$ cat config.mk
export PLATFORM = sky130hd
export DESIGN_NAME = periodic_task_tick_monitor_top_flat
export DESIGN_NICKNAME = d
export VERILOG_FILES = /design/src/ptm_pkg.sv /design/src/ptm_if.sv /design/src/periodic_task_tick_monitor_top.sv /design/src/ptm_ctrl.sv /design/src/ptm_dp.sv /design/src/flat_wrapper.sv
export SDC_FILE = /design/constraint.sdc
export NUM_CORES = 2
export LEC_CHECK = 0
export BUFFER_PORTS_ARGS = -buffer_cell sky130_fd_sc_hd__buf_2
export CAP_MARGIN = 20
export CELL_PAD_IN_SITES_DETAIL_PLACEMENT = 0
export CELL_PAD_IN_SITES_GLOBAL_PLACEMENT = 2
export CORE_ASPECT_RATIO = 0.8
export CORE_MARGIN = 3
export CORE_UTILIZATION = 25
export CTS_BUF_LIST = sky130_fd_sc_hd__clkbuf_4
export CTS_CLUSTER_SIZE = 40
export DETAILED_ROUTE_END_ITERATION = 8
export GPL_ROUTABILITY_DRIVEN = 0
export PLACE_DENSITY = 0.54
export SYNTH_ARGS = -nofsm -noshare
export SYNTH_HDL_FRONTEND = slang
export SYNTH_SLANG_ARGS = --single-unit
export TNS_END_PERCENT = 30
$ cat constraint.sdc
create_clock -name clk -period 47.4 [get_ports clk]
set_input_delay 2.37 -clock clk [delete_from_list [all_inputs] [get_ports clk]]
set_output_delay 2.37 -clock clk [all_outputs]
set_load 0.01 [all_outputs]
$ cat src/ptm_pkg.sv
// Shared types and codes for the periodic task tick monitor.
// Used by the controller, the datapath and the top level.
package ptm_pkg;

    typedef logic [2:0] mode_t;
    localparam mode_t MODE_TICK  = 3'd0;
    localparam mode_t MODE_LOAD  = 3'd1;
    localparam mode_t MODE_STATE = 3'd2;
    localparam mode_t MODE_CUR   = 3'd3;
    localparam mode_t MODE_WORK  = 3'd4;

    typedef logic [1:0] tstate_t;
    localparam tstate_t ST_SUSPENDED = 2'd0;
    localparam tstate_t ST_READY     = 2'd1;
    localparam tstate_t ST_RUNNING   = 2'd2;

    localparam logic [15:0] MISS_MAX = 16'hFFFF;

    typedef enum logic [2:0] {
        OP_NONE,
        OP_CHARGE,
        OP_SCAN,
        OP_LOAD,
        OP_STATE,
        OP_WORK
    } op_t;

    typedef enum logic [1:0] {
        ASEL_CUR,
        ASEL_SCAN,
        ASEL_ITEM
    } asel_t;

    typedef struct packed {
        logic  load_in;
        logic  tick_inc;
        logic  rd_en;
        logic  wr_en;
        op_t   op;
        asel_t asel;
        logic  cur_write;
        logic  out_load;
    } cmd_t;

    typedef struct packed {
        mode_t mode;
        logic  item_ok;
        logic  cur_present;
        logic  out_busy;
    } status_t;

endpackage

$ cat src/ptm_if.sv
// Valid/ready channel interfaces for the input items and the result items.
// Depends on nothing but the port widths of the monitor.
interface ptm_in_if;
    logic        valid;
    logic        ready;
    logic [2:0]  mode;
    logic [2:0]  task_index;
    logic [31:0] period_value;
    logic [31:0] deadline_value;
    logic [31:0] first_release;
    logic [1:0]  new_state;
    logic [31:0] work_amount;
    logic        current_valid;

    modport source (output valid, mode, task_index, period_value, deadline_value,
                    first_release, new_state, work_amount, current_valid, input ready);
    modport sink (input valid, mode, task_index, period_value, deadline_value,
                  first_release, new_state, work_amount, current_valid, output ready);
endinterface

interface ptm_out_if;
    logic        valid;
    logic        ready;
    logic [7:0]  released_mask;
    logic [7:0]  missed_mask;
    logic [31:0] tick_now;
    logic [1:0]  sel_state;
    logic [31:0] sel_exec_time;
    logic [31:0] sel_work_left;
    logic [31:0] sel_invocations;
    logic [15:0] sel_misses;
    logic [31:0] sel_wcet;
    logic [31:0] sel_total_exec;

    modport source (output valid, released_mask, missed_mask, tick_now, sel_state,
                    sel_exec_time, sel_work_left, sel_invocations, sel_misses,
                    sel_wcet, sel_total_exec, input ready);
    modport sink (input valid, released_mask, missed_mask, tick_now, sel_state,
                  sel_exec_time, sel_work_left, sel_invocations, sel_misses,
                  sel_wcet, sel_total_exec, output ready);
endinterface

$ cat src/periodic_task_tick_monitor_top.sv
// Periodic task tick monitor, top level: APB configuration registers, the
// sequencer and the task table datapath. Depends on ptm_pkg, ptm_if and below.

// The monitor keeps a table of NUM_TASKS tasks and handles one item at a time,
// giving exactly one result transfer per input transfer. A tick item first
// charges the current task when one is selected and then walks the first n
// entries, where n is active_tasks limited to NUM_TASKS. The walk is set
// by the single task table memory, which is read and then written back once
// per visited entry. Load, set state and set work items with a valid task
// index read that entry and write it back; the other items write no entry.
// A new item is taken as soon as the previous one has been placed in the
// result register, even if that result has not been taken yet. The table
// needs no clearing pass after reset: per-entry valid bits make unwritten
// entries read as cleared, suspended tasks. Registers active_tasks (address
// 0) and the skipped-entry register (address 4) are written and read through
// the APB port and must only be written while the block is idle.
module periodic_task_tick_monitor_top
    import ptm_pkg::*;
#(
    parameter int NUM_TASKS  = 8,
    parameter int TIME_WIDTH = 32
) (
    input  logic        clk,
    input  logic        rst_n,
    input  logic        psel,
    input  logic        penable,
    input  logic        pwrite,
    input  logic [2:0]  paddr,
    input  logic [31:0] pwdata,
    output logic [31:0] prdata,
    output logic        pready,
    ptm_in_if.sink      in_ch,
    ptm_out_if.source   out_ch
);
    localparam int CW = $clog2(NUM_TASKS + 1);
    localparam int IW = $clog2(NUM_TASKS);

    logic [3:0]    active_reg;
    logic [3:0]    idle_reg;
    logic [CW-1:0] scan_limit;
    logic [IW-1:0] scan_idx;
    logic          in_ready;
    cmd_t          cmd;
    status_t       status;

    // Configuration registers. The address bit above the word offset picks
    // the register; a write lands at the access phase.
    always_ff @(posedge clk or negedge rst_n)
    begin
        if (!rst_n)
        begin
            active_reg <= 4'd0;
            idle_reg   <= 4'd8;
        end
        else if (psel && penable && pwrite)
        begin
            if (paddr[2])
                idle_reg <= pwdata[3:0];
            else
                active_reg <= pwdata[3:0];
        end
    end

    assign pready = 1'b1;
    assign prdata = paddr[2] ? {28'd0, idle_reg} : {28'd0, active_reg};

    // Number of entries the tick walk visits; larger settings act as the
    // full table.
    assign scan_limit = (int'(active_reg) > NUM_TASKS) ? CW'(NUM_TASKS) : CW'(active_reg);

    assign in_ch.ready = in_ready;

    ptm_ctrl #(
        .NUM_TASKS (NUM_TASKS)
    ) u_ctrl (
        .clk        (clk),
        .rst_n      (rst_n),
        .in_valid   (in_ch.valid),
        .in_ready   (in_ready),
        .status     (status),
        .scan_limit (scan_limit),
        .cmd        (cmd),
        .scan_idx   (scan_idx)
    );

    ptm_dp #(
        .NUM_TASKS  (NUM_TASKS),
        .TIME_WIDTH (TIME_WIDTH)
    ) u_dp (
        .clk       (clk),
        .rst_n     (rst_n),
        .in_ch     (in_ch),
        .out_ch    (out_ch),
        .cmd       (cmd),
        .scan_idx  (scan_idx),
        .skip_task (idle_reg),
        .status    (status)
    );

`ifndef SYNTHESIS
    // After an input transfer the block is busy for at least the decode cycle.
    a_busy_after_accept: assert property (@(posedge clk) disable iff (!rst_n)
        (in_ch.valid && in_ready) |=> !in_ready)
        else $error("input accepted on two consecutive cycles");

    // A task released on a tick cannot also be flagged late on that tick.
    a_rel_miss_disjoint: assert property (@(posedge clk) disable iff (!rst_n)
        out_ch.valid |-> ((out_ch.released_mask & out_ch.missed_mask) == 8'd0))
        else $error("task both released and late in one result");

    // The table is only written while an item is being worked on.
    a_no_write_idle: assert property (@(posedge clk) disable iff (!rst_n)
        cmd.wr_en |-> !in_ready)
        else $error("table written while idle");
`endif

endmodule

$ cat src/ptm_ctrl.sv
// Sequencer of the monitor: decodes an item and walks the task table.
// Depends on ptm_pkg.
module ptm_ctrl
    import ptm_pkg::*;
#(
    parameter int NUM_TASKS = 8
) (
    input  logic                             clk,
    input  logic                             rst_n,
    input  logic                             in_valid,
    output logic                             in_ready,
    input  status_t                          status,
    input  logic [$clog2(NUM_TASKS+1)-1:0]   scan_limit,
    output cmd_t                             cmd,
    output logic [$clog2(NUM_TASKS)-1:0]     scan_idx
);
    localparam int CW = $clog2(NUM_TASKS + 1);
    localparam int IW = $clog2(NUM_TASKS);

    typedef enum logic [3:0] {
        S_IDLE,
        S_DECODE,
        S_CHG_RD,
        S_CHG_WR,
        S_SCAN_RD,
        S_SCAN_WR,
        S_OP_RD,
        S_OP_WR,
        S_RES_RD,
        S_RES_OUT
    } state_t;

    state_t        state_reg, state_next;
    logic [CW-1:0] cnt_reg, cnt_next;
    logic [CW-1:0] cnt_inc;

    assign cnt_inc  = cnt_reg + CW'(1);
    assign scan_idx = cnt_reg[IW-1:0];
    assign in_ready = (state_reg == S_IDLE);

    always_comb
    begin
        state_next = state_reg;
        cnt_next   = cnt_reg;
        cmd        = '0;
        cmd.op     = OP_NONE;
        cmd.asel   = ASEL_ITEM;
        unique case (state_reg)
            S_IDLE:
            begin
                if (in_valid)
                begin
                    cmd.load_in = 1'b1;
                    state_next  = S_DECODE;
                end
            end
            S_DECODE:
            begin
                cnt_next = '0;
                case (status.mode)
                    MODE_TICK:
                    begin
                        cmd.tick_inc = 1'b1;
                        if (status.cur_present)
                            state_next = S_CHG_RD;
                        else if (scan_limit != '0)
                            state_next = S_SCAN_RD;
                        else
                            state_next = S_RES_RD;
                    end
                    MODE_LOAD, MODE_STATE, MODE_WORK:
                        state_next = status.item_ok ? S_OP_RD : S_RES_RD;
                    MODE_CUR:
                    begin
                        cmd.cur_write = 1'b1;
                        state_next    = S_RES_RD;
                    end
                    default:
                        state_next = S_RES_RD;
                endcase
            end
            S_CHG_RD:
            begin
                cmd.rd_en  = 1'b1;
                cmd.asel   = ASEL_CUR;
                state_next = S_CHG_WR;
            end
            S_CHG_WR:
            begin
                cmd.wr_en  = 1'b1;
                cmd.op     = OP_CHARGE;
                state_next = (scan_limit != '0) ? S_SCAN_RD : S_RES_RD;
            end
            S_SCAN_RD:
            begin
                cmd.rd_en  = 1'b1;
                cmd.asel   = ASEL_SCAN;
                state_next = S_SCAN_WR;
            end
            S_SCAN_WR:
            begin
                cmd.wr_en  = 1'b1;
                cmd.op     = OP_SCAN;
                cnt_next   = cnt_inc;
                state_next = (cnt_inc == scan_limit) ? S_RES_RD : S_SCAN_RD;
            end
            S_OP_RD:
            begin
                cmd.rd_en  = 1'b1;
                state_next = S_OP_WR;
            end
            S_OP_WR:
            begin
                cmd.wr_en = 1'b1;
                case (status.mode)
                    MODE_LOAD:  cmd.op = OP_LOAD;
                    MODE_STATE: cmd.op = OP_STATE;
                    MODE_WORK:  cmd.op = OP_WORK;
                    default:    cmd.op = OP_NONE;
                endcase
                state_next = S_RES_RD;
            end
            S_RES_RD:
            begin
                cmd.rd_en  = 1'b1;
                state_next = S_RES_OUT;
            end
            S_RES_OUT:
            begin
                if (!status.out_busy)
                begin
                    cmd.out_load = 1'b1;
                    state_next   = S_IDLE;
                end
            end
            default:
                state_next = S_IDLE;
        endcase
    end

    always_ff @(posedge clk or negedge rst_n)
    begin
        if (!rst_n)
        begin
            state_reg <= S_IDLE;
            cnt_reg   <= '0;
        end
        else
        begin
            state_reg <= state_next;
            cnt_reg   <= cnt_next;
        end
    end

endmodule

$ cat src/ptm_dp.sv
// Datapath of the monitor: task table memory, tick counter, entry update
// logic and the result register. Depends on ptm_pkg and ptm_if.
module ptm_dp
    import ptm_pkg::*;
#(
    parameter int NUM_TASKS  = 8,
    parameter int TIME_WIDTH = 32
) (
    input  logic                          clk,
    input  logic                          rst_n,
    ptm_in_if.sink                        in_ch,
    ptm_out_if.source                     out_ch,
    input  cmd_t                          cmd,
    input  logic [$clog2(NUM_TASKS)-1:0]  scan_idx,
    input  logic [3:0]                    skip_task,
    output status_t                       status
);
    localparam int TW = TIME_WIDTH;
    localparam int IW = $clog2(NUM_TASKS);
    localparam logic [TW-1:0] TMAX = {TW{1'b1}};

    typedef struct packed {
        tstate_t        st;
        logic [TW-1:0]  period;
        logic [TW-1:0]  rdl;
        logic [TW-1:0]  nrt;
        logic [TW-1:0]  adt;
        logic [TW-1:0]  exec;
        logic [TW-1:0]  total;
        logic [TW-1:0]  work;
        logic [TW-1:0]  worst;
        logic [TW-1:0]  rel;
        logic [15:0]    miss;
    } entry_t;

    function automatic logic [TW-1:0] fit_in(input logic [31:0] v);
        logic [TW+31:0] ext;
        ext = {{TW{1'b0}}, v};
        return ext[TW-1:0];
    endfunction

    function automatic logic [31:0] fit_out(input logic [TW-1:0] v);
        logic [TW+31:0] ext;
        ext = {32'd0, v};
        return ext[31:0];
    endfunction

    function automatic logic [TW-1:0] sat_add(input logic [TW-1:0] a, input logic [TW-1:0] b);
        logic [TW:0] s;
        s = {1'b0, a} + {1'b0, b};
        return s[TW] ? TMAX : s[TW-1:0];
    endfunction

    // Latched item
    mode_t         mode_reg;
    logic [2:0]    idx_reg;
    logic [31:0]   period_reg, deadline_reg, first_reg, work_in_reg;
    tstate_t       nstate_reg;
    logic          cv_reg;

    logic [TW-1:0] tick_reg;
    logic [IW-1:0] cur_idx_reg;
    logic          cur_present_reg;

    entry_t        mem [NUM_TASKS];
    logic [NUM_TASKS-1:0] vld_reg;
    entry_t        rdata_reg;
    logic          rvld_reg;
    logic [IW-1:0] addr_reg;

    logic [7:0]    rel_mask_reg, miss_mask_reg;
    logic          out_valid_reg;

    logic          item_ok;
    logic [IW-1:0] item_addr;
    logic [IW-1:0] rd_addr;
    logic [IW+2:0] idx_ext;
    logic [IW+2:0] addr_ext;
    entry_t        e, nx;
    logic          rel_hit, miss_hit, skip, in_mask;

    assign item_ok = (int'(idx_reg) < NUM_TASKS);
    assign idx_ext = {{IW{1'b0}}, idx_reg};
    assign item_addr = item_ok ? idx_ext[IW-1:0] : '0;
    assign addr_ext = {3'b000, addr_reg};

    always_comb
    begin
        case (cmd.asel)
            ASEL_CUR:  rd_addr = cur_idx_reg;
            ASEL_SCAN: rd_addr = scan_idx;
            default:   rd_addr = item_addr;
        endcase
    end

    assign e       = rvld_reg ? rdata_reg : '0;
    assign skip    = (int'(addr_reg) == int'(skip_task));
    assign in_mask = (int'(addr_reg) < 8);

    always_comb
    begin
        nx       = e;
        rel_hit  = 1'b0;
        miss_hit = 1'b0;
        case (cmd.op)
            OP_CHARGE:
            begin
                if (e.st == ST_RUNNING)
                begin
                    nx.exec  = sat_add(e.exec, TW'(1));
                    nx.total = sat_add(e.total, TW'(1));
                    if (e.work != '0)
                        nx.work = e.work - TW'(1);
                    if (nx.exec > e.worst)
                        nx.worst = nx.exec;
                end
            end
            OP_SCAN:
            begin
                // A task released on this tick gets a deadline at or after the tick, and the
                // late check excludes it, so it cannot be late on the same tick.
                rel_hit = !skip && (e.period != '0) && (e.st == ST_SUSPENDED)
                          && (tick_reg == e.nrt);
                miss_hit = !skip && !rel_hit && !((e.period == '0) && (e.rdl == '0))
                           && ((e.st == ST_RUNNING) || (e.st == ST_READY))
                           && (e.adt != '0) && (tick_reg > e.adt) && (e.work != '0);
                if (rel_hit)
                begin
                    nx.nrt  = sat_add(tick_reg, e.period);
                    nx.adt  = sat_add(tick_reg, e.rdl);
                    nx.exec = '0;
                    if (e.rel != TMAX)
                        nx.rel = e.rel + TW'(1);
                    nx.st = ST_READY;
                end
                if (miss_hit)
                begin
                    if (e.miss != MISS_MAX)
                        nx.miss = e.miss + 16'd1;
                    nx.adt = TMAX;
                end
            end
            OP_LOAD:
            begin
                nx        = '0;
                nx.period = fit_in(period_reg);
                nx.rdl    = fit_in(deadline_reg);
                nx.nrt    = fit_in(first_reg);
            end
            OP_STATE: nx.st = nstate_reg;
            OP_WORK:  nx.work = fit_in(work_in_reg);
            default:  nx = e;
        endcase
    end

    always_ff @(posedge clk)
    begin
        if (cmd.load_in)
        begin
            mode_reg     <= in_ch.mode;
            idx_reg      <= in_ch.task_index;
            period_reg   <= in_ch.period_value;
            deadline_reg <= in_ch.deadline_value;
            first_reg    <= in_ch.first_release;
            nstate_reg   <= in_ch.new_state;
            work_in_reg  <= in_ch.work_amount;
            cv_reg       <= in_ch.current_valid;
        end
        if (cmd.rd_en)
        begin
            rdata_reg <= mem[rd_addr];
            addr_reg  <= rd_addr;
        end
        if (cmd.wr_en)
            mem[addr_reg] <= nx;
        if (cmd.out_load)
        begin
            out_ch.released_mask   <= rel_mask_reg;
            out_ch.missed_mask     <= miss_mask_reg;
            out_ch.tick_now        <= fit_out(tick_reg);
            out_ch.sel_state       <= item_ok ? e.st : ST_SUSPENDED;
            out_ch.sel_exec_time   <= item_ok ? fit_out(e.exec) : 32'd0;
            out_ch.sel_work_left   <= item_ok ? fit_out(e.work) : 32'd0;
            out_ch.sel_invocations <= item_ok ? fit_out(e.rel) : 32'd0;
            out_ch.sel_misses      <= item_ok ? e.miss : 16'd0;
            out_ch.sel_wcet        <= item_ok ? fit_out(e.worst) : 32'd0;
            out_ch.sel_total_exec  <= item_ok ? fit_out(e.total) : 32'd0;
        end
    end

    always_ff @(posedge clk or negedge rst_n)
    begin
        if (!rst_n)
        begin
            vld_reg         <= '0;
            rvld_reg        <= 1'b0;
            tick_reg        <= '0;
            cur_idx_reg     <= '0;
            cur_present_reg <= 1'b0;
            rel_mask_reg    <= '0;
            miss_mask_reg   <= '0;
            out_valid_reg   <= 1'b0;
        end
        else
        begin
            if (cmd.rd_en)
                rvld_reg <= vld_reg[rd_addr];
            if (cmd.wr_en)
                vld_reg[addr_reg] <= 1'b1;
            if (cmd.tick_inc)
                tick_reg <= sat_add(tick_reg, TW'(1));
            if (cmd.cur_write)
            begin
                if (cv_reg)
                begin
                    if (item_ok)
                    begin
                        cur_idx_reg     <= item_addr;
                        cur_present_reg <= 1'b1;
                    end
                end
                else
                    cur_present_reg <= 1'b0;
            end
            if (cmd.load_in)
            begin
                rel_mask_reg  <= '0;
                miss_mask_reg <= '0;
            end
            else if (cmd.wr_en && in_mask)
            begin
                if (rel_hit)
                    rel_mask_reg[addr_ext[2:0]]  <= 1'b1;
                if (miss_hit)
                    miss_mask_reg[addr_ext[2:0]] <= 1'b1;
            end
            if (cmd.out_load)
                out_valid_reg <= 1'b1;
            else if (out_ch.ready)
                out_valid_reg <= 1'b0;
        end
    end

    assign out_ch.valid       = out_valid_reg;
    assign status.mode        = mode_reg;
    assign status.item_ok     = item_ok;
    assign status.cur_present = cur_present_reg;
    assign status.out_busy    = out_valid_reg;

endmodule
$ cat src/flat_wrapper.sv
// flat-port wrapper written by rule: the top's interface ports become plain ports
module periodic_task_tick_monitor_top_flat import ptm_pkg::*;
#(
    parameter int NUM_TASKS  = 8,
    parameter int TIME_WIDTH = 32
)
  (clk, rst_n, psel, penable, pwrite, paddr, pwdata, prdata, pready, in_ch_valid, in_ch_mode, in_ch_task_index, in_ch_period_value, in_ch_deadline_value, in_ch_first_release, in_ch_new_state, in_ch_work_amount, in_ch_current_valid, in_ch_ready, out_ch_valid, out_ch_released_mask, out_ch_missed_mask, out_ch_tick_now, out_ch_sel_state, out_ch_sel_exec_time, out_ch_sel_work_left, out_ch_sel_invocations, out_ch_sel_misses, out_ch_sel_wcet, out_ch_sel_total_exec, out_ch_ready);
  ptm_in_if in_ch_i ();
  ptm_out_if out_ch_i ();
  input  logic clk;
  input  logic rst_n;
  input  logic psel;
  input  logic penable;
  input  logic pwrite;
  input  logic [2:0] paddr;
  input  logic [31:0] pwdata;
  output logic [31:0] prdata;
  output logic pready;
  input wire logic [$bits(in_ch_i.valid)-1:0] in_ch_valid;
  input wire logic [$bits(in_ch_i.mode)-1:0] in_ch_mode;
  input wire logic [$bits(in_ch_i.task_index)-1:0] in_ch_task_index;
  input wire logic [$bits(in_ch_i.period_value)-1:0] in_ch_period_value;
  input wire logic [$bits(in_ch_i.deadline_value)-1:0] in_ch_deadline_value;
  input wire logic [$bits(in_ch_i.first_release)-1:0] in_ch_first_release;
  input wire logic [$bits(in_ch_i.new_state)-1:0] in_ch_new_state;
  input wire logic [$bits(in_ch_i.work_amount)-1:0] in_ch_work_amount;
  input wire logic [$bits(in_ch_i.current_valid)-1:0] in_ch_current_valid;
  output wire logic [$bits(in_ch_i.ready)-1:0] in_ch_ready;
  output wire logic [$bits(out_ch_i.valid)-1:0] out_ch_valid;
  output wire logic [$bits(out_ch_i.released_mask)-1:0] out_ch_released_mask;
  output wire logic [$bits(out_ch_i.missed_mask)-1:0] out_ch_missed_mask;
  output wire logic [$bits(out_ch_i.tick_now)-1:0] out_ch_tick_now;
  output wire logic [$bits(out_ch_i.sel_state)-1:0] out_ch_sel_state;
  output wire logic [$bits(out_ch_i.sel_exec_time)-1:0] out_ch_sel_exec_time;
  output wire logic [$bits(out_ch_i.sel_work_left)-1:0] out_ch_sel_work_left;
  output wire logic [$bits(out_ch_i.sel_invocations)-1:0] out_ch_sel_invocations;
  output wire logic [$bits(out_ch_i.sel_misses)-1:0] out_ch_sel_misses;
  output wire logic [$bits(out_ch_i.sel_wcet)-1:0] out_ch_sel_wcet;
  output wire logic [$bits(out_ch_i.sel_total_exec)-1:0] out_ch_sel_total_exec;
  input wire logic [$bits(out_ch_i.ready)-1:0] out_ch_ready;
  assign in_ch_i.valid = in_ch_valid;
  assign in_ch_i.mode = in_ch_mode;
  assign in_ch_i.task_index = in_ch_task_index;
  assign in_ch_i.period_value = in_ch_period_value;
  assign in_ch_i.deadline_value = in_ch_deadline_value;
  assign in_ch_i.first_release = in_ch_first_release;
  assign in_ch_i.new_state = in_ch_new_state;
  assign in_ch_i.work_amount = in_ch_work_amount;
  assign in_ch_i.current_valid = in_ch_current_valid;
  assign in_ch_ready = in_ch_i.ready;
  assign out_ch_valid = out_ch_i.valid;
  assign out_ch_released_mask = out_ch_i.released_mask;
  assign out_ch_missed_mask = out_ch_i.missed_mask;
  assign out_ch_tick_now = out_ch_i.tick_now;
  assign out_ch_sel_state = out_ch_i.sel_state;
  assign out_ch_sel_exec_time = out_ch_i.sel_exec_time;
  assign out_ch_sel_work_left = out_ch_i.sel_work_left;
  assign out_ch_sel_invocations = out_ch_i.sel_invocations;
  assign out_ch_sel_misses = out_ch_i.sel_misses;
  assign out_ch_sel_wcet = out_ch_i.sel_wcet;
  assign out_ch_sel_total_exec = out_ch_i.sel_total_exec;
  assign out_ch_i.ready = out_ch_ready;
  periodic_task_tick_monitor_top #(.NUM_TASKS(NUM_TASKS), .TIME_WIDTH(TIME_WIDTH)) u_core (.clk(clk), .rst_n(rst_n), .psel(psel), .penable(penable), .pwrite(pwrite), .paddr(paddr), .pwdata(pwdata), .prdata(prdata), .pready(pready), .in_ch(in_ch_i), .out_ch(out_ch_i));
endmodule
==> flow_summary.html <==
<table>
<tr><th>Metric</th><th>Value</th></tr>
<tr><th colspan="2">Drt</th></tr>
<tr><td>DRC violations left</td><td>0</td></tr>
<tr><td>Avg WL per Cell</td><td>24.3 µm</td></tr>
<tr><td>Wire length reported by the detailed router</td><td>478 mm</td></tr>
<tr><td>Violation count after the first detailed-route iteration</td><td>7186</td></tr>
<tr><td>Antenna viol nets, final</td><td>0</td></tr>
<tr><td>Vias</td><td>91.8k</td></tr>
<tr><td>Number of vias per cell after detailed routing</td><td>4.66</td></tr>
<tr><td>First drt pass iteration count</td><td>6</td></tr>
<tr><th colspan="2">Worst setup path</th></tr>
<tr><td>Maximum fanout along the worst path</td><td>34</td></tr>
<tr><td>Slack of the worst reg-to-reg path</td><td>38480 ps</td></tr>
<tr><td>R2R depth</td><td>20</td></tr>
<tr><td>Critical Setup Path Class</td><td>flop to flop</td></tr>
<tr><td>Endpoint type of the worst setup path</td><td>flop</td></tr>
<tr><td>Worst reg2reg path startpoint</td><td>u_core.u_dp.rvld_reg$_DFFE_PN0P_</td></tr>
<tr><td>Slowest cell delay on critical path</td><td>920 ps</td></tr>
<tr><td>CP cell instances</td><td>nand2_1 -&gt; inv_1 -&gt; ha_1 -&gt; and3_1 -&gt; and3_1 -&gt; nand4_1 -&gt; nor3_1 -&gt; nand3_1 -&gt; nand2_1 -&gt; ha_1 -&gt; nand4_1 -&gt; nor2_1 -&gt; and4_1 -&gt; nand3_1 -&gt; a211oi_1 -&gt; a311oi_1 -&gt; a31oi_2 -&gt; buf_4 -&gt; nand2_1 -&gt; o22ai_1</td></tr>
<tr><td>Critical path's slowest cell</td><td>sky130_fd_sc_hd__a31oi_2</td></tr>
<tr><td>Most used cell along the critical path</td><td>sky130_fd_sc_hd__nand2_1</td></tr>
<tr><td>Startpoint type of the worst setup path</td><td>flop</td></tr>
<tr><td>RR Endpoint</td><td>u_core.u_dp.mem[3][66]$_DFFE_PP_</td></tr>
<tr><td>Required time of the worst setup path</td><td>48740 ps</td></tr>
<tr><td>CP arrival</td><td>10260 ps</td></tr>
<tr><th colspan="2">Cells and area</th></tr>
<tr><td>Fin cells</td><td>19.7k</td></tr>
<tr><td>Syn-to-layout area delta</td><td>15.9%</td></tr>
<tr><td>Nets@finish</td><td>12.2k</td></tr>
<tr><td>Post-route cell area</td><td>155000 µm²</td></tr>
<tr><td>Leading cell type in the layout, fill and taps excluded</td><td>sky130_fd_sc_hd__edfxtp_1</td></tr>
<tr><td>Number of flip-flops under the largest register name</td><td>2448</td></tr>
<tr><td>Highest-count cells in the layout ignoring fill and taps</td><td>3120 x sky130_fd_sc_hd__edfxtp_1, 2834 x sky130_fd_sc_hd__nand2_1, 1440 x sky130_fd_sc_hd__a21oi_1</td></tr>
<tr><td>Share of cells above drive strength 1</td><td>16.8%</td></tr>
<tr><th colspan="2">Job</th></tr>
<tr><td>Number of max-cap violations</td><td>0</td></tr>
<tr><th colspan="2">STA</th></tr>
<tr><td>Unrepaired setup endpoints after global routing</td><td>no</td></tr>
<tr><td>Tcrit/Tclk final</td><td>18.8%</td></tr>
<tr><td>Rel. slew slack</td><td>21.7%</td></tr>
<tr><td>Total negative slack for setup checks</td><td>0 ps</td></tr>
<tr><td>Number of max-slew violations in the final report</td><td>0</td></tr>
<tr><td>Number of setup violations in the final report</td><td>0</td></tr>
<tr><td>Final critical path time including I/O delays and setup</td><td>8920 ps</td></tr>
<tr><td>Achievable Freq</td><td>112 MHz</td></tr>
<tr><td>Actual transition at the worst max-transition pin</td><td>1160 ps</td></tr>
<tr><td>Hold Fails Final Rpt</td><td>0</td></tr>
<tr><td>Worst clock skew on the final layout</td><td>262 ps</td></tr>
<tr><th colspan="2">Die</th></tr>
<tr><td>Num rows</td><td>239</td></tr>
<tr><td>Number of placed I/O pins</td><td>440</td></tr>
<tr><td>Floorplan die width</td><td>825 µm</td></tr>
<tr><td>Initial Utilization</td><td>25.2%</td></tr>
<tr><td>Die height</td><td>661 µm</td></tr>
<tr><td>Area of the die</td><td>545000 µm²</td></tr>
<tr><td>Area of the placeable core</td><td>532000 µm²</td></tr>
<tr><th colspan="2">Hold path</th></tr>
<tr><td>Type of the worst min-delay path</td><td>flop to flop</td></tr>
<tr><td>Hold endpoint</td><td>u_core.u_dp.out_ch.released_mask[2]$_DFFE_PP_</td></tr>
<tr><td>Min-delay src</td><td>u_core.u_dp.rel_mask_reg[2]$_DFFE_PN0P_</td></tr>
<tr><td>Hold Path Stages</td><td>0</td></tr>
<tr><th colspan="2">Synthesis</th></tr>
<tr><td>Synthesized area divided by synthesized cell count</td><td>12.1 µm²</td></tr>
<tr><td>Cells taking the most area after synthesis</td><td>sky130_fd_sc_hd__edfxtp_1 70%, sky130_fd_sc_hd__nand2_1 7.9%, sky130_fd_sc_hd__a21oi_1 5.4%</td></tr>
<tr><td>Register area share after synthesis</td><td>71.3%</td></tr>
<tr><td>Flop and latch count out of synthesis</td><td>3198</td></tr>
<tr><td>Main synth FF type</td><td>sky130_fd_sc_hd__edfxtp_1</td></tr>
<tr><td>Count of distinct cell types in the synthesized netlist</td><td>89</td></tr>
<tr><td>Fraction of registers with async set or reset after synthesis</td><td>2.44%</td></tr>
<tr><td>Top cell type by total area after synthesis</td><td>sky130_fd_sc_hd__edfxtp_1</td></tr>
<tr><td>Post-synthesis cell area</td><td>134000 µm²</td></tr>
<tr><td>Share of Yosys cell area claimed by the top area cell type</td><td>69.9%</td></tr>
<tr><td>Warnings from Yosys</td><td>0</td></tr>
<tr><td>Post-Synthesis Cells</td><td>11.1k</td></tr>
<tr><td>Number of flops mapped to enable cells by yosys</td><td>3120</td></tr>
<tr><th colspan="2">Global route</th></tr>
<tr><td>Vias in the first global route</td><td>91.5k</td></tr>
<tr><td>Initial antenna violation count</td><td>39</td></tr>
<tr><td>Largest net degree at the start of global routing</td><td>178</td></tr>
<tr><td>All-layer global routing usage</td><td>16.9%</td></tr>
<tr><td>Wire length of the first global-routing pass</td><td>674 mm</td></tr>
<tr><td>Leftover overflow at the end of global routing</td><td>0</td></tr>
<tr><th colspan="2">Clock tree</th></tr>
<tr><td>Count of instances resized after the clock tree is built</td><td>0</td></tr>
<tr><td>Clock Tree Root</td><td>sky130_fd_sc_hd__clkbuf_4</td></tr>
<tr><td>Clock slew at the register clock pins of the worst setup and hold paths</td><td>60 ps</td></tr>
<tr><td>H-tree levels</td><td>6</td></tr>
<tr><td>Number of hold-repair buffers added at the cts stage</td><td>0</td></tr>
<tr><td>Setup fix buffers added after clock tree synthesis</td><td>0</td></tr>
<tr><td>Clock tree from TritonCTS</td><td>yes</td></tr>
<tr><td>Clk_lat worst skew</td><td>1750 ps</td></tr>
<tr><td>Sink Count</td><td>3198</td></tr>
<tr><td>Clock buffers created by TritonCTS</td><td>857</td></tr>
<tr><td>Number of buffers between clock root and the deepest sink</td><td>4</td></tr>
<tr><th colspan="2">Power</th></tr>
<tr><td>Total Power Consumption</td><td>10.7 mW</td></tr>
<tr><td>Worst supply voltage drop on vdd</td><td>0.0741 mV</td></tr>
<tr><td>Part of the total power dissipated in sequential elements</td><td>40.1%</td></tr>
<tr><td>LEAKAGE</td><td>55.0 nW</td></tr>
<tr><td>Relative contribution of combinational cells to total power</td><td>36.8%</td></tr>
<tr><td>Sw frac</td><td>41.5%</td></tr>
<tr><td>Internal</td><td>6.25 mW</td></tr>
<tr><td>Clock network power share</td><td>23.1%</td></tr>
<tr><td>Net switching component of the power</td><td>4.44 mW</td></tr>
<tr><td>Power Density</td><td>68.8 nW/µm²</td></tr>
<tr><th colspan="2">Outcome</th></tr>
<tr><td>Result of the run</td><td>finished, final reports clean</td></tr>
<tr><th colspan="2">Placement</th></tr>
<tr><td>Cell Area, Placed</td><td>144000 µm²</td></tr>
<tr><td>Count of input and output buffers</td><td>380</td></tr>
<tr><td>Half-perimeter wire length of the detailed placement result</td><td>286 mm</td></tr>
<tr><td>Inst Count DP</td><td>18.1k</td></tr>
</table>
## Yosys cell counts, types with 46 or more instances
| master | instances |
|---|---|
| sky130_fd_sc_hd__nor4_1 | 46 |
| sky130_fd_sc_hd__and3_1 | 53 |
| sky130_fd_sc_hd__nand4_1 | 59 |
| sky130_fd_sc_hd__and2_1 | 134 |
| sky130_fd_sc_hd__clkbuf_1 | 584 |
| sky130_fd_sc_hd__nand2_1 | 2835 |
| sky130_fd_sc_hd__xnor2_1 | 106 |
| sky130_fd_sc_hd__o22ai_1 | 59 |
| sky130_fd_sc_hd__mux2_2 | 78 |
| sky130_fd_sc_hd__dfrtp_1 | 77 |
| sky130_fd_sc_hd__edfxtp_1 | 3120 |
| sky130_fd_sc_hd__inv_1 | 176 |
| sky130_fd_sc_hd__a21oi_1 | 1441 |
| sky130_fd_sc_hd__o21ai_0 | 815 |
| sky130_fd_sc_hd__nor2_1 | 510 |
| sky130_fd_sc_hd__nand3_1 | 134 |
| sky130_fd_sc_hd__xor2_1 | 49 |
| sky130_fd_sc_hd__nor3_1 | 63 |
| sky130_fd_sc_hd__ha_1 | 138 |
## worst max-delay path: cells and delay by family, from the launching register on
kind                       cells  cell delay [ps]
adders and majority gates      2              480
AOI/OAI and AO/OA              4             2160
buffers and inverters          2              540
DFF                            1              740
and+or+nand+nor               12             4710
## metal layers
| layer | share of wire, % | GRT usage, % | vias up | routed length, µm |
|---|---|---|---|---|
| met3 | 4.9 | 2.66 | 678 | 23400 |
| met1 | 46 | 23.2 | 46400 | 219000 |
| met4 | 2.6 | 4.86 | 10 | 12300 |
| li1 | - | - | 42200 | - |
| met5 | 0.016 | 0 | - | 77 |
| met2 | 47 | 27.6 | 2575 | 223000 |
## how the worst max path moves through the flow
stage / start / end / slack (ps) / cells after the start
floorplan: u_core.u_ctrl.state_reg[2]$_DFFE_PN0P_ / u_core.u_dp.out_ch.missed_mask[0]$_DFFE_PP_ / 21770 / 4
global placement: u_core.u_dp.rvld_reg$_DFFE_PN0P_ / u_core.u_dp.mem[0][64]$_DFFE_PP_ / 38250 / 20
detailed placement: u_core.u_dp.rvld_reg$_DFFE_PN0P_ / u_core.u_dp.mem[0][64]$_DFFE_PP_ / 38180 / 19
CTS: u_core.u_dp.rvld_reg$_DFFE_PN0P_ / u_core.u_dp.mem[5][64]$_DFFE_PP_ / 38240 / 19
global route: u_core.u_dp.rvld_reg$_DFFE_PN0P_ / u_core.u_dp.mem[4][66]$_DFFE_PP_ / 37990 / 20
finish: u_core.u_dp.rvld_reg$_DFFE_PN0P_ / u_core.u_dp.mem[3][66]$_DFFE_PP_ / 38480 / 20
## stage by stage
stage	hold WS, ps	setup slack [ps]	utilization [%]
after global placement	443	38250	27.1
after floorplan	426	21770	-
final	456	38480	29.2
after global routing	468	37990	29.2
after CTS	351	38240	29.2
after detailed placement	433	38180	27.1
## logic make-up after synthesis
| family | after synthesis | share of synthesized area, % |
|---|---|---|
| and+or+nand+nor | 4023 | 12.5 |
| DFF | 3198 | 71.3 |
| AOI/OAI and AO/OA | 2619 | 10.5 |
| buffers and inverters | 849 | 2.49 |
| xor gates and xnor gates | 155 | 1.01 |
| adders and majority gates | 140 | 1.32 |
| muxes | 98 | 0.805 |
| other | 2 | 0.00560 |
## layout make-up
class	instances	area, µm²
Multi-Input combinational cell	7064	35400
Antenna cell	52	130
Clock inverter	223	1200
Timing Repair Buffer	595	3700
Sequential cell	3198	95600
Inverter	177	679
Clock buffer	1292	9700
Tap cell	7109	8890
Fill cell	54200	377000
## power by group through the flow
| stage | clock [mW] | combinational [mW] | sequential [mW] |
|---|---|---|---|
| final | 2.47 | 3.93 | 4.29 |
| after global routing | 2.72 | 4.39 | 4.32 |
| after CTS | 2.58 | 4.01 | 4.29 |
| after detailed placement | 0 | 3.99 | 4.34 |
| after global placement | 0 | 3.94 | 4.34 |
| after floorplan | 0 | 2.42 | 4.42 |
(Power assumes the default switching activity.)
